===== config.mk =====
export PLATFORM = sky130hd
export DESIGN_NAME = hex_record_region_router_unit
export DESIGN_NICKNAME = d
export VERILOG_FILES = /design/src/rtl/hrr_pkg.sv /design/src/rtl/hrr_apb_regs.sv /design/src/rtl/hrr_parser.sv /design/src/rtl/hex_record_region_router_unit.sv
export SDC_FILE = /design/constraint.sdc
export NUM_CORES = 1
export LEC_CHECK = 0
export BUFFER_PORTS_ARGS = -buffer_cell sky130_fd_sc_hd__buf_2
export CORE_MARGIN = 2
export CORE_UTILIZATION = 52
export DETAILED_ROUTE_END_ITERATION = 8
export PLACE_DENSITY = 0.77
export SETUP_SLACK_MARGIN = 0.5
export SLEW_MARGIN = 15
export SYNTH_ARGS = -nofsm -noshare
export SYNTH_HDL_FRONTEND = slang
export SYNTH_SLANG_ARGS = --single-unit

===== constraint.sdc =====
create_clock -name clk -period 4.15 [get_ports clk]
set_input_delay 0.6225 -clock clk [delete_from_list [all_inputs] [get_ports clk]]
set_output_delay 0.6225 -clock clk [all_outputs]
set_load 0.03 [all_outputs]

===== src/rtl/hrr_pkg.sv =====
// ----------------------------------------------------------------------------
// hrr_pkg
// Types, codes and fixed address map shared by the hex record region router.
// ----------------------------------------------------------------------------
package hrr_pkg;

  typedef enum logic [2:0] {
    PH_COLON = 3'd0,
    PH_LEN   = 3'd1,
    PH_ADDR  = 3'd2,
    PH_TYPE  = 3'd3,
    PH_DATA  = 3'd4,
    PH_LINE  = 3'd5
  } phase_t;

  typedef enum logic [1:0] {
    KIND_DATA  = 2'd0,
    KIND_EOF   = 2'd1,
    KIND_ERROR = 2'd2
  } kind_t;

  typedef enum logic [1:0] {
    ERR_NONE     = 2'd0,
    ERR_BAD_CHAR = 2'd1,
    ERR_BAD_TYPE = 2'd2,
    ERR_FULL     = 2'd3
  } err_t;

  typedef enum logic [1:0] {
    RGN_FLASH = 2'd0,
    RGN_USER  = 2'd1,
    RGN_APP   = 2'd2
  } region_t;

  localparam int SLOT_W   = 11;
  localparam int CFG_AW   = 3;
  localparam int CFG_DW   = 32;
  localparam int OUT_DW   = 24;

  localparam logic [CFG_AW-1:0] CFG_ADDR_VARIANT = 3'd0;

  localparam logic [16:0] FLASH_BASE_S = 17'h01C00;
  localparam logic [16:0] FLASH_END_S  = 17'h02000;
  localparam logic [16:0] FLASH_BASE_L = 17'h03800;
  localparam logic [16:0] FLASH_END_L  = 17'h04000;
  localparam logic [11:0] FLASH_SIZE_S = 12'd1024;
  localparam logic [11:0] FLASH_SIZE_L = 12'd2048;
  localparam logic [16:0] USER_BASE    = 17'h04200;
  localparam logic [16:0] APP_BASE     = 17'h04340;

  localparam logic [7:0] CH_COLON   = 8'h3A;
  localparam logic [7:0] CH_NEWLINE = 8'h0A;
  localparam logic [7:0] TYPE_DATA  = 8'h00;
  localparam logic [7:0] TYPE_EOF   = 8'h01;

  typedef struct packed {
    logic [7:0] ch;
    logic       first;
  } item_t;

  typedef struct packed {
    logic              valid;
    kind_t             kind;
    region_t           region;
    logic [SLOT_W-1:0] slot;
    logic [7:0]        value;
    err_t              err;
  } result_t;

  // bit 4 = digit valid, bits 3:0 = digit value
  function automatic logic [4:0] hex_digit(input logic [7:0] c);
    logic [4:0] r;
    r = 5'd0;
    if (c >= 8'h30 && c <= 8'h39) begin
      r = {1'b1, 4'(c - 8'h30)};
    end else if (c >= 8'h61 && c <= 8'h66) begin
      r = {1'b1, 4'(c - 8'h57)};
    end else if (c >= 8'h41 && c <= 8'h46) begin
      r = {1'b1, 4'(c - 8'h37)};
    end
    return r;
  endfunction

endpackage


===== src/rtl/hrr_apb_regs.sv =====
// ----------------------------------------------------------------------------
// hrr_apb_regs
// APB register file holding the device variant select.
// ----------------------------------------------------------------------------
module hrr_apb_regs (
  input  logic                      clk,
  input  logic                      rst_n,
  input  logic                      psel,
  input  logic                      penable,
  input  logic                      pwrite,
  input  logic [hrr_pkg::CFG_AW-1:0] paddr,
  input  logic [hrr_pkg::CFG_DW-1:0] pwdata,
  output logic [hrr_pkg::CFG_DW-1:0] prdata,
  output logic                      pready,
  output logic                      variant
);

  logic variant_r;
  logic variant_nxt;
  logic wr_en;

  assign pready = 1'b1;
  assign wr_en  = psel && penable && pwrite && pready &&
                  (paddr == hrr_pkg::CFG_ADDR_VARIANT);

  always_comb begin
    variant_nxt = variant_r;
    if (wr_en) begin
      variant_nxt = pwdata[0];
    end
  end

  always_ff @(posedge clk) begin
    if (!rst_n) begin
      variant_r <= 1'b0;
    end else begin
      variant_r <= variant_nxt;
    end
  end

  assign prdata  = (paddr == hrr_pkg::CFG_ADDR_VARIANT) ?
                   {{(hrr_pkg::CFG_DW-1){1'b0}}, variant_r} : '0;
  assign variant = variant_r;

endmodule


===== src/rtl/hrr_parser.sv =====
// ----------------------------------------------------------------------------
// hrr_parser
// Record parse state, region decode and region byte counters.
// ----------------------------------------------------------------------------
module hrr_parser #(
  parameter int USER_BYTES = 160,
  parameter int APP_BYTES  = 32
) (
  input  logic             clk,
  input  logic             rst_n,
  input  logic             step,
  input  hrr_pkg::item_t   item,
  input  logic             variant,
  output hrr_pkg::result_t res
);

  localparam int UCW = $clog2(USER_BYTES + 1);
  localparam int ACW = $clog2(APP_BYTES + 1);
  localparam logic [16:0] USER_END = 17'(32'h4200 + 2 * USER_BYTES);
  localparam logic [16:0] APP_END  = 17'(32'h4340 + 2 * APP_BYTES);

  hrr_pkg::phase_t phase_r, phase_nxt, phase_e;
  logic [1:0]      nib_r, nib_nxt, nib_e;
  logic [7:0]      len_r, len_nxt, len_e;
  logic [15:0]     addr_r, addr_nxt, addr_e;
  logic [7:0]      type_r, type_nxt, type_e;
  logic [3:0]      acc_r, acc_nxt, acc_e;
  logic [7:0]      seen_r, seen_nxt, seen_e;
  logic [11:0]     fcnt_r, fcnt_nxt, fcnt_e;
  logic [UCW-1:0]  ucnt_r, ucnt_nxt, ucnt_e;
  logic [ACW-1:0]  acnt_r, acnt_nxt, acnt_e;
  logic            stop_r, stop_nxt, stop_e;

  logic [4:0]  hv;
  logic [3:0]  dig;
  logic [7:0]  byte_v;
  logic [7:0]  type_acc;
  logic [16:0] a17;
  logic [16:0] fbase, fend;
  logic [11:0] fsize;
  logic        in_flash, in_user, in_app;

  assign hv     = hrr_pkg::hex_digit(item.ch);
  assign dig    = hv[3:0];
  assign byte_v = {acc_e, dig};

  assign fbase    = variant ? hrr_pkg::FLASH_BASE_L : hrr_pkg::FLASH_BASE_S;
  assign fend     = variant ? hrr_pkg::FLASH_END_L  : hrr_pkg::FLASH_END_S;
  assign fsize    = variant ? hrr_pkg::FLASH_SIZE_L : hrr_pkg::FLASH_SIZE_S;
  assign a17      = {1'b0, addr_e};
  assign in_flash = (a17 >= fbase) && (a17 < fend);
  assign in_user  = (a17 >= hrr_pkg::USER_BASE) && (a17 < USER_END);
  assign in_app   = (a17 >= hrr_pkg::APP_BASE) && (a17 < APP_END);
  assign type_acc = {type_e[3:0], dig};

  always_comb begin
    phase_e = phase_r;
    nib_e   = nib_r;
    len_e   = len_r;
    addr_e  = addr_r;
    type_e  = type_r;
    acc_e   = acc_r;
    seen_e  = seen_r;
    fcnt_e  = fcnt_r;
    ucnt_e  = ucnt_r;
    acnt_e  = acnt_r;
    stop_e  = stop_r;
    if (item.first) begin
      phase_e = hrr_pkg::PH_COLON;
      nib_e   = '0;
      len_e   = '0;
      addr_e  = '0;
      type_e  = '0;
      acc_e   = '0;
      seen_e  = '0;
      fcnt_e  = '0;
      ucnt_e  = '0;
      acnt_e  = '0;
      stop_e  = 1'b0;
    end
  end

  always_comb begin
    phase_nxt  = phase_e;
    nib_nxt    = nib_e;
    len_nxt    = len_e;
    addr_nxt   = addr_e;
    type_nxt   = type_e;
    acc_nxt    = acc_e;
    seen_nxt   = seen_e;
    fcnt_nxt   = fcnt_e;
    ucnt_nxt   = ucnt_e;
    acnt_nxt   = acnt_e;
    stop_nxt   = stop_e;
    res.valid  = 1'b0;
    res.kind   = hrr_pkg::KIND_DATA;
    res.region = hrr_pkg::RGN_FLASH;
    res.slot   = '0;
    res.value  = '0;
    res.err    = hrr_pkg::ERR_NONE;

    if (!stop_e) begin
      if (phase_e == hrr_pkg::PH_COLON) begin
        if (item.ch != hrr_pkg::CH_COLON) begin
          res.valid = 1'b1;
          res.kind  = hrr_pkg::KIND_ERROR;
          res.err   = hrr_pkg::ERR_BAD_CHAR;
          stop_nxt  = 1'b1;
        end else begin
          phase_nxt = hrr_pkg::PH_LEN;
          nib_nxt   = '0;
          len_nxt   = '0;
          addr_nxt  = '0;
          type_nxt  = '0;
        end
      end else if (phase_e == hrr_pkg::PH_LINE) begin
        if (item.ch == hrr_pkg::CH_NEWLINE) begin
          phase_nxt = hrr_pkg::PH_COLON;
        end
      end else if (!hv[4]) begin
        res.valid = 1'b1;
        res.kind  = hrr_pkg::KIND_ERROR;
        res.err   = hrr_pkg::ERR_BAD_CHAR;
        stop_nxt  = 1'b1;
      end else begin
        unique case (phase_e)
          hrr_pkg::PH_LEN: begin
            len_nxt = {len_e[3:0], dig};
            nib_nxt = nib_e + 2'd1;
            if (nib_e == 2'd1) begin
              phase_nxt = hrr_pkg::PH_ADDR;
              nib_nxt   = '0;
            end
          end
          hrr_pkg::PH_ADDR: begin
            addr_nxt = {addr_e[11:0], dig};
            nib_nxt  = nib_e + 2'd1;
            if (nib_e == 2'd3) begin
              phase_nxt = hrr_pkg::PH_TYPE;
              nib_nxt   = '0;
            end
          end
          hrr_pkg::PH_TYPE: begin
            type_nxt = type_acc;
            nib_nxt  = nib_e + 2'd1;
            if (nib_e == 2'd1) begin
              nib_nxt = '0;
              if (type_acc == hrr_pkg::TYPE_EOF) begin
                res.valid = 1'b1;
                res.kind  = hrr_pkg::KIND_EOF;
                stop_nxt  = 1'b1;
              end else if (type_acc != hrr_pkg::TYPE_DATA) begin
                res.valid = 1'b1;
                res.kind  = hrr_pkg::KIND_ERROR;
                res.err   = hrr_pkg::ERR_BAD_TYPE;
                stop_nxt  = 1'b1;
              end else begin
                seen_nxt  = '0;
                phase_nxt = (len_e == 8'd0) ? hrr_pkg::PH_LINE : hrr_pkg::PH_DATA;
              end
            end
          end
          hrr_pkg::PH_DATA: begin
            if (nib_e == 2'd0) begin
              acc_nxt = dig;
              nib_nxt = 2'd1;
            end else begin
              nib_nxt  = '0;
              seen_nxt = seen_e + 8'd1;
              if (({1'b0, seen_e} + 9'd1) >= {1'b0, len_e}) begin
                phase_nxt = hrr_pkg::PH_LINE;
              end
              priority if (in_flash) begin
                res.valid = 1'b1;
                if (fcnt_e >= fsize) begin
                  res.kind = hrr_pkg::KIND_ERROR;
                  res.err  = hrr_pkg::ERR_FULL;
                  stop_nxt = 1'b1;
                end else begin
                  fcnt_nxt   = fcnt_e + 12'd1;
                  res.region = hrr_pkg::RGN_FLASH;
                  res.slot   = fcnt_e[hrr_pkg::SLOT_W-1:0];
                  res.value  = byte_v;
                end
              end else if (in_user) begin
                if (!seen_e[0]) begin
                  res.valid = 1'b1;
                  if (ucnt_e >= UCW'(USER_BYTES)) begin
                    res.kind = hrr_pkg::KIND_ERROR;
                    res.err  = hrr_pkg::ERR_FULL;
                    stop_nxt = 1'b1;
                  end else begin
                    ucnt_nxt   = ucnt_e + UCW'(1);
                    res.region = hrr_pkg::RGN_USER;
                    res.slot   = hrr_pkg::SLOT_W'(ucnt_e);
                    res.value  = byte_v;
                  end
                end
              end else if (in_app) begin
                if (!seen_e[0]) begin
                  res.valid = 1'b1;
                  if (acnt_e >= ACW'(APP_BYTES)) begin
                    res.kind = hrr_pkg::KIND_ERROR;
                    res.err  = hrr_pkg::ERR_FULL;
                    stop_nxt = 1'b1;
                  end else begin
                    acnt_nxt   = acnt_e + ACW'(1);
                    res.region = hrr_pkg::RGN_APP;
                    res.slot   = hrr_pkg::SLOT_W'(acnt_e);
                    res.value  = byte_v;
                  end
                end
              end else begin
                res.valid = 1'b0;
              end
            end
          end
          default: begin
            phase_nxt = hrr_pkg::PH_COLON;
          end
        endcase
      end
    end
  end

  always_ff @(posedge clk) begin
    if (!rst_n) begin
      phase_r <= hrr_pkg::PH_COLON;
      nib_r   <= '0;
      len_r   <= '0;
      addr_r  <= '0;
      type_r  <= '0;
      acc_r   <= '0;
      seen_r  <= '0;
      fcnt_r  <= '0;
      ucnt_r  <= '0;
      acnt_r  <= '0;
      stop_r  <= 1'b0;
    end else if (step) begin
      phase_r <= phase_nxt;
      nib_r   <= nib_nxt;
      len_r   <= len_nxt;
      addr_r  <= addr_nxt;
      type_r  <= type_nxt;
      acc_r   <= acc_nxt;
      seen_r  <= seen_nxt;
      fcnt_r  <= fcnt_nxt;
      ucnt_r  <= ucnt_nxt;
      acnt_r  <= acnt_nxt;
      stop_r  <= stop_nxt;
    end
  end

`ifndef SYNTHESIS
  a_stopped_silent: assert property (@(posedge clk) disable iff (!rst_n)
    (stop_r && !item.first) |-> !res.valid)
    else $error("result produced while stopped");

  a_user_bound: assert property (@(posedge clk) disable iff (!rst_n)
    ucnt_r <= UCW'(USER_BYTES))
    else $error("user EEPROM count beyond region size");
`endif

endmodule


===== src/rtl/hex_record_region_router_unit.sv =====
// ----------------------------------------------------------------------------
// hex_record_region_router_unit
// Intel HEX text parser that routes data bytes to flash and EEPROM regions.
// ----------------------------------------------------------------------------
// Takes one character per cycle while the output is not stalled and produces
// at most one result per character. An accepted character is registered,
// parsed against the registered record parse state and its result (if any)
// written to the output register. The sustained rate of one character per
// cycle is set by the record parse state, updated as each character is parsed.
// A stalled output holds the parser and then the input register; the input side
// keeps taking characters as long as the input register is free or moving.
module hex_record_region_router_unit #(
  parameter int USER_EEPROM_BYTES = 160,
  parameter int APP_EEPROM_BYTES  = 32
) (
  input  logic                        clk,
  input  logic                        rst_n,
  input  logic                        in_tvalid,
  output logic                        in_tready,
  input  logic [7:0]                  in_tdata,   // [7:0] ch
  input  logic                        in_tuser,   // [0] first
  output logic                        out_tvalid,
  input  logic                        out_tready,
  // [1:0] region, [12:2] slot, [20:13] value, [22:21] error_code, [23] zero
  output logic [hrr_pkg::OUT_DW-1:0]  out_tdata,
  output logic [1:0]                  out_tuser,  // [1:0] kind
  input  logic                        cfg_psel,
  input  logic                        cfg_penable,
  input  logic                        cfg_pwrite,
  input  logic [hrr_pkg::CFG_AW-1:0]  cfg_paddr,
  input  logic [hrr_pkg::CFG_DW-1:0]  cfg_pwdata,
  output logic [hrr_pkg::CFG_DW-1:0]  cfg_prdata,
  output logic                        cfg_pready
);

  logic             variant;
  logic             in_vld_r, in_vld_nxt;
  hrr_pkg::item_t   in_item_r, in_item_nxt;
  logic             out_vld_r, out_vld_nxt;
  hrr_pkg::result_t out_res_r, out_res_nxt;
  hrr_pkg::result_t res;
  logic             step;
  logic             in_fire;

  hrr_apb_regs u_regs (
    .clk     (clk),
    .rst_n   (rst_n),
    .psel    (cfg_psel),
    .penable (cfg_penable),
    .pwrite  (cfg_pwrite),
    .paddr   (cfg_paddr),
    .pwdata  (cfg_pwdata),
    .prdata  (cfg_prdata),
    .pready  (cfg_pready),
    .variant (variant)
  );

  hrr_parser #(
    .USER_BYTES (USER_EEPROM_BYTES),
    .APP_BYTES  (APP_EEPROM_BYTES)
  ) u_parser (
    .clk     (clk),
    .rst_n   (rst_n),
    .step    (step),
    .item    (in_item_r),
    .variant (variant),
    .res     (res)
  );

  assign step      = in_vld_r && (!out_vld_r || out_tready);
  assign in_tready = !in_vld_r || step;
  assign in_fire   = in_tvalid && in_tready;

  always_comb begin
    in_vld_nxt  = in_vld_r;
    in_item_nxt = in_item_r;
    if (in_fire) begin
      in_vld_nxt     = 1'b1;
      in_item_nxt.ch    = in_tdata;
      in_item_nxt.first = in_tuser;
    end else if (step) begin
      in_vld_nxt = 1'b0;
    end

    out_vld_nxt = out_vld_r;
    out_res_nxt = out_res_r;
    if (step) begin
      out_vld_nxt = res.valid;
      out_res_nxt = res;
    end else if (out_tready) begin
      out_vld_nxt = 1'b0;
    end
  end

  always_ff @(posedge clk) begin
    if (!rst_n) begin
      in_vld_r  <= 1'b0;
      out_vld_r <= 1'b0;
    end else begin
      in_vld_r  <= in_vld_nxt;
      out_vld_r <= out_vld_nxt;
    end
  end

  always_ff @(posedge clk) begin
    in_item_r <= in_item_nxt;
    out_res_r <= out_res_nxt;
  end

  assign out_tvalid = out_vld_r;
  assign out_tuser  = out_res_r.kind;
  assign out_tdata  = {1'b0, out_res_r.err, out_res_r.value,
                       out_res_r.slot, out_res_r.region};

`ifndef SYNTHESIS
  a_err_has_code: assert property (@(posedge clk) disable iff (!rst_n)
    (out_vld_r && out_res_r.kind == hrr_pkg::KIND_ERROR) |->
    (out_res_r.err != hrr_pkg::ERR_NONE))
    else $error("error result without error code");

  a_data_no_code: assert property (@(posedge clk) disable iff (!rst_n)
    (out_vld_r && out_res_r.kind == hrr_pkg::KIND_DATA) |->
    (out_res_r.err == hrr_pkg::ERR_NONE))
    else $error("data result carries an error code");

  a_advance: assert property (@(posedge clk) disable iff (!rst_n)
    (in_vld_r && !out_vld_r) |-> in_tready)
    else $error("input stage held with empty output register");
`endif

endmodule


==> metrics.md <==
| Metric | Value |
|---|---|
| Outcome | finished, final reports clean |
| Net Sw Power | 0.603 mW |
| Setup crit end kind | register |
| Placer Congestion | 1.00 |
| Routed Antenna Nets | 0 |
| Int Pwr | ~1.7 mW |
| Unrepaired setup endpoints after global routing | false |
| Synthesized area | ~6900 sq um |
| Starting DRC count in detailed routing | 922 |
| Post-CTS Hold Buffers | 0 |
| Routed WL per cell | 18.6 um |
| Asr flop ratio synth | 0% |
| Design Area, Final | approximately 7500 sq um |
| Share of layout cells above drive strength 1 | approximately 12% |
| Min-Delay Path Depth | 1 |
| Clock Path Buffers | 2 |
| Max-cap violation count | 0 |
| Crit path largest cell delay | between 0.7 and 0.8 ns |
| Crit path DAT | 3.57 ns |
| Cts repair resizes | 0 |
| Drt total wl | 19000 um |
| Area Overhead vs Synth | 8.59% |
| Setup-failing EPs final | 0 |
| Sequential power share | 49.5% |
| Register area share after synthesis | 36.6% |
| Area post-placement | approximately 7000 sq um |
| Hold wc startpoint | in_tdata[1] |
| Startpoint types | register |
| Clock period minus worst slack | 3.36 ns |
| Switching Share | between 20% and 30% |
| Die W | 119 um |
| GR Util All Layers | 26.5% |
| CP max FO | 13 |
| GR Overflow Total | 0 |
| Synth warnings | 0 |
| H-tree Lvls | 3 |
| Final Hold Viols | 0 |
| VDD IR max | about 0.2 mV |
| Commonest cells after routing, fill and taps aside | nand2_1 (89), nor2_1 (76), dfxtp_1 (75), buf_2 (47), a21oi_1 (38) |
| Final Max Tran Viols | 0 |
| Drt pass-1 iters | 6 |
| Reg2Reg Depth | 8 |
| Crit share post-route | between 80 and 90% |
| I/O pins | 112 |
| Largest net degree at the start of global routing | 40 |
| Worst Hold End | in_item_r[2] |
| Vias per cell | 6.34 |
| CTS tree | yes |
| Post-DP HPWL | 13500 um |
| Filler cells | 1186 |
| Logic pwr share | just over 9% |
| WS Path Type | register to register |
| First-pass GRT wire length | 29800 um |
| ANT cells | 0 |
| Worst flop-to-flop path startpoint | in_item_r[1] |
| Netlist cell types | 84 |
| # port buffers | 47 |
| CTS buffer count | 9 |
| Share of power burned in the clock network | between 40% and 50% |
| Worst path cell trace | inv_1 > ha_1 > nor3b_1 > or4_1 > a21oi_4 > nand2_1 > a21oi_2 > a21boi_0 |
| Main synth FF type | dfxtp_1 |
| Final worst slack | around 0.8 ns |
| Mapped Avg Cell Area | 8.50 sq um |
| Clk pin slew, worst setup/hold paths | 0.08 ns |
| Yosys reg bits | approximately 110 |
| DR vias | roughly 6500 |
| Die H | 119 um |
| Initial antenna violation count | 0 |
| Sum Neg Setup Slack | 0 ns |
| PwrDens | 305 nW/um^2 |
| Initial Utilization | 52.7% |
| Vias in the first global route | 5800 |
| Pre-CTS worst setup slack | between 0.6 and 0.7 ns |
| CORE AREA | 13100 sq um |
| Final Net Count | between 900 and 1000 |
| Sink Count | 109 |
| Worst Skew | 0.0111 ns |
| Residual DRC | 0 |
| Die ar. | 14200 sq um |
| Cells after Synth | 811 |
| FF-to-FF End | out_tdata[13] |
| Fin Hold WS | 0.429 ns |
| Critical path's slowest cell | or4_1 |
| Worst EP required | 4.37 ns |
| Root Driver | clkbuf_16 |
| Post-CTS Setup Inserts | 0 |
| Worst-Margin Slew | approximately 1.3 ns |
| Relative slew slack | 15.4% |
| Clock latency on the worst-skew pair | about 0.37 ns |
| FF-to-FF setup slack | 0.79 ns |
| Fmax | 298 MHz |
| EDFF count, synth | 34 |
| Leakage | 2.65 nW |
| Worst hold path class | input port to register |
| Row Count | 42 |
| Commonest non-fill, non-tap cell in the layout | nand2_1 |
==> sequential cells by signal, summed over array words and instances (netlist names) <==
name and cells:
u_parser.nib_r 2, out_tvalid 1, u_parser.acc_r 4, u_parser.addr_r 16, u_parser.stop_r 1, u_parser.type_r 4, u_parser.len_r 8, u_parser.ucnt_r 8
out_tdata 23, out_tuser 2, u_regs.variant 1, in_item_r 9, u_parser.phase_r 3, in_vld_r 1, u_parser.seen_r 8, u_parser.fcnt_r 12
u_parser.acnt_r 6
==> routing by layer <==
metal / routed length, um / track usage (%) / vias up
li1: - / - / 2991
met4: 527 / 9.82 / 0
met1: 7820 / 34.4 / 3078
met5: 0 / 0 / -
met2: 8980 / 43.3 / 358
met3: 1710 / 5.65 / 44
==> critical path: cells and delay by family (launching register included) <==
kind | cells | cell delay, ns
AND/OR/NAND/NOR | 3 | 1.29
AO/OA/AOI/OAI | 3 | 0.95
flip-flops | 1 | 0.56
adder cells (fa/ha/maj) | 1 | 0.26
buffers and inverters | 1 | 0.15
==> power groups by stage <==
stage	Sequential (mW)	Combinational [mW]	Clock, mW
floorplan	1.18	0.149	0
global placement	1.15	0.200	0
detailed placement	1.16	0.202	0
CTS	1.13	0.203	0.950
global route	1.13	0.218	0.988
finish	1.13	0.208	0.944
==> cell type report <==
type / instances / area (sq um) / share of cell area [%]
timing repair buffer: 64 / 363 / 4.85
inverter: 24 / 90.1 / 1.20
multi-input combinational: 632 / 3960 / 52.9
tap: 176 / 220 / 2.94
clock inverter: 3 / 28.8 / 0.385
clock buffer: 13 / 303 / 4.05
sequential: 109 / 2520 / 33.7
==> kinds of logic (layout without fill, tap and decap cells) <==
group	after synthesis	after routing	synth area share (%)
xor+xnor	16	16	2.03
simple gates	343	343	25.8
mux	8	8	1.16
compound gates	200	200	20.7
other cells	2	33	0.109
flops	109	109	36.6
buf+inv	101	104	7.79
fa+ha+maj	32	32	5.81
==> cell usage after synthesis (all sizes together) (6+ instances only) <==
master,number,share of area [%]
nand2,90,4.9
nor2,76,4.1
dfxtp,75,22
buf,42,4.3
a21oi,40,3.1
clkbuf,34,2.0
edfxtp,34,15
nor3,33,2.4
ha,32,5.8
o21ai,31,2.3
nand3,29,2.2
a22oi,24,2.6
inv,23,1.3
nand4,20,1.8
nor2b,19,1.7
nor4,16,1.7
and2,14,1.3
and3,12,1.2
a31oi,10,0.91
a211oi,9,1.2
o31ai,9,0.98
xor2,9,1.1
mux2i,8,1.2
a21o,7,0.76
o2111ai,7,0.89
xnor2,7,0.89
a22o,6,0.76
a32oi,6,0.76
o311ai,6,0.76
==> worst max path at each step <==
| stage | slack [ns] | cells past startpoint | start | to |
|---|---|---|---|---|
| after floorplan | 0.57 | 14 | in_item_r[0] | out_tdata[17] |
| after global placement | 0.70 | 8 | in_item_r[1] | out_tdata[13] |
| after detailed placement | 0.67 | 8 | in_item_r[1] | out_tdata[13] |
| after CTS | 0.64 | 8 | in_item_r[1] | out_tdata[13] |
| after global routing | 0.60 | 9 | in_item_r[0] | out_tdata[13] |
| final | 0.79 | 8 | in_item_r[1] | out_tdata[13] |
==> through the flow <==
step                      utilization (%)  instances  total power [mW]
after floorplan                         -        842              1.33
after global placement               54.6       1005              1.36
after detailed placement             54.6       1005              1.36
after CTS                            57.2       1021              2.28
after global routing                 57.2       1021              2.34
final                                57.2       1021              2.28
(Power assumes the default switching activity.)
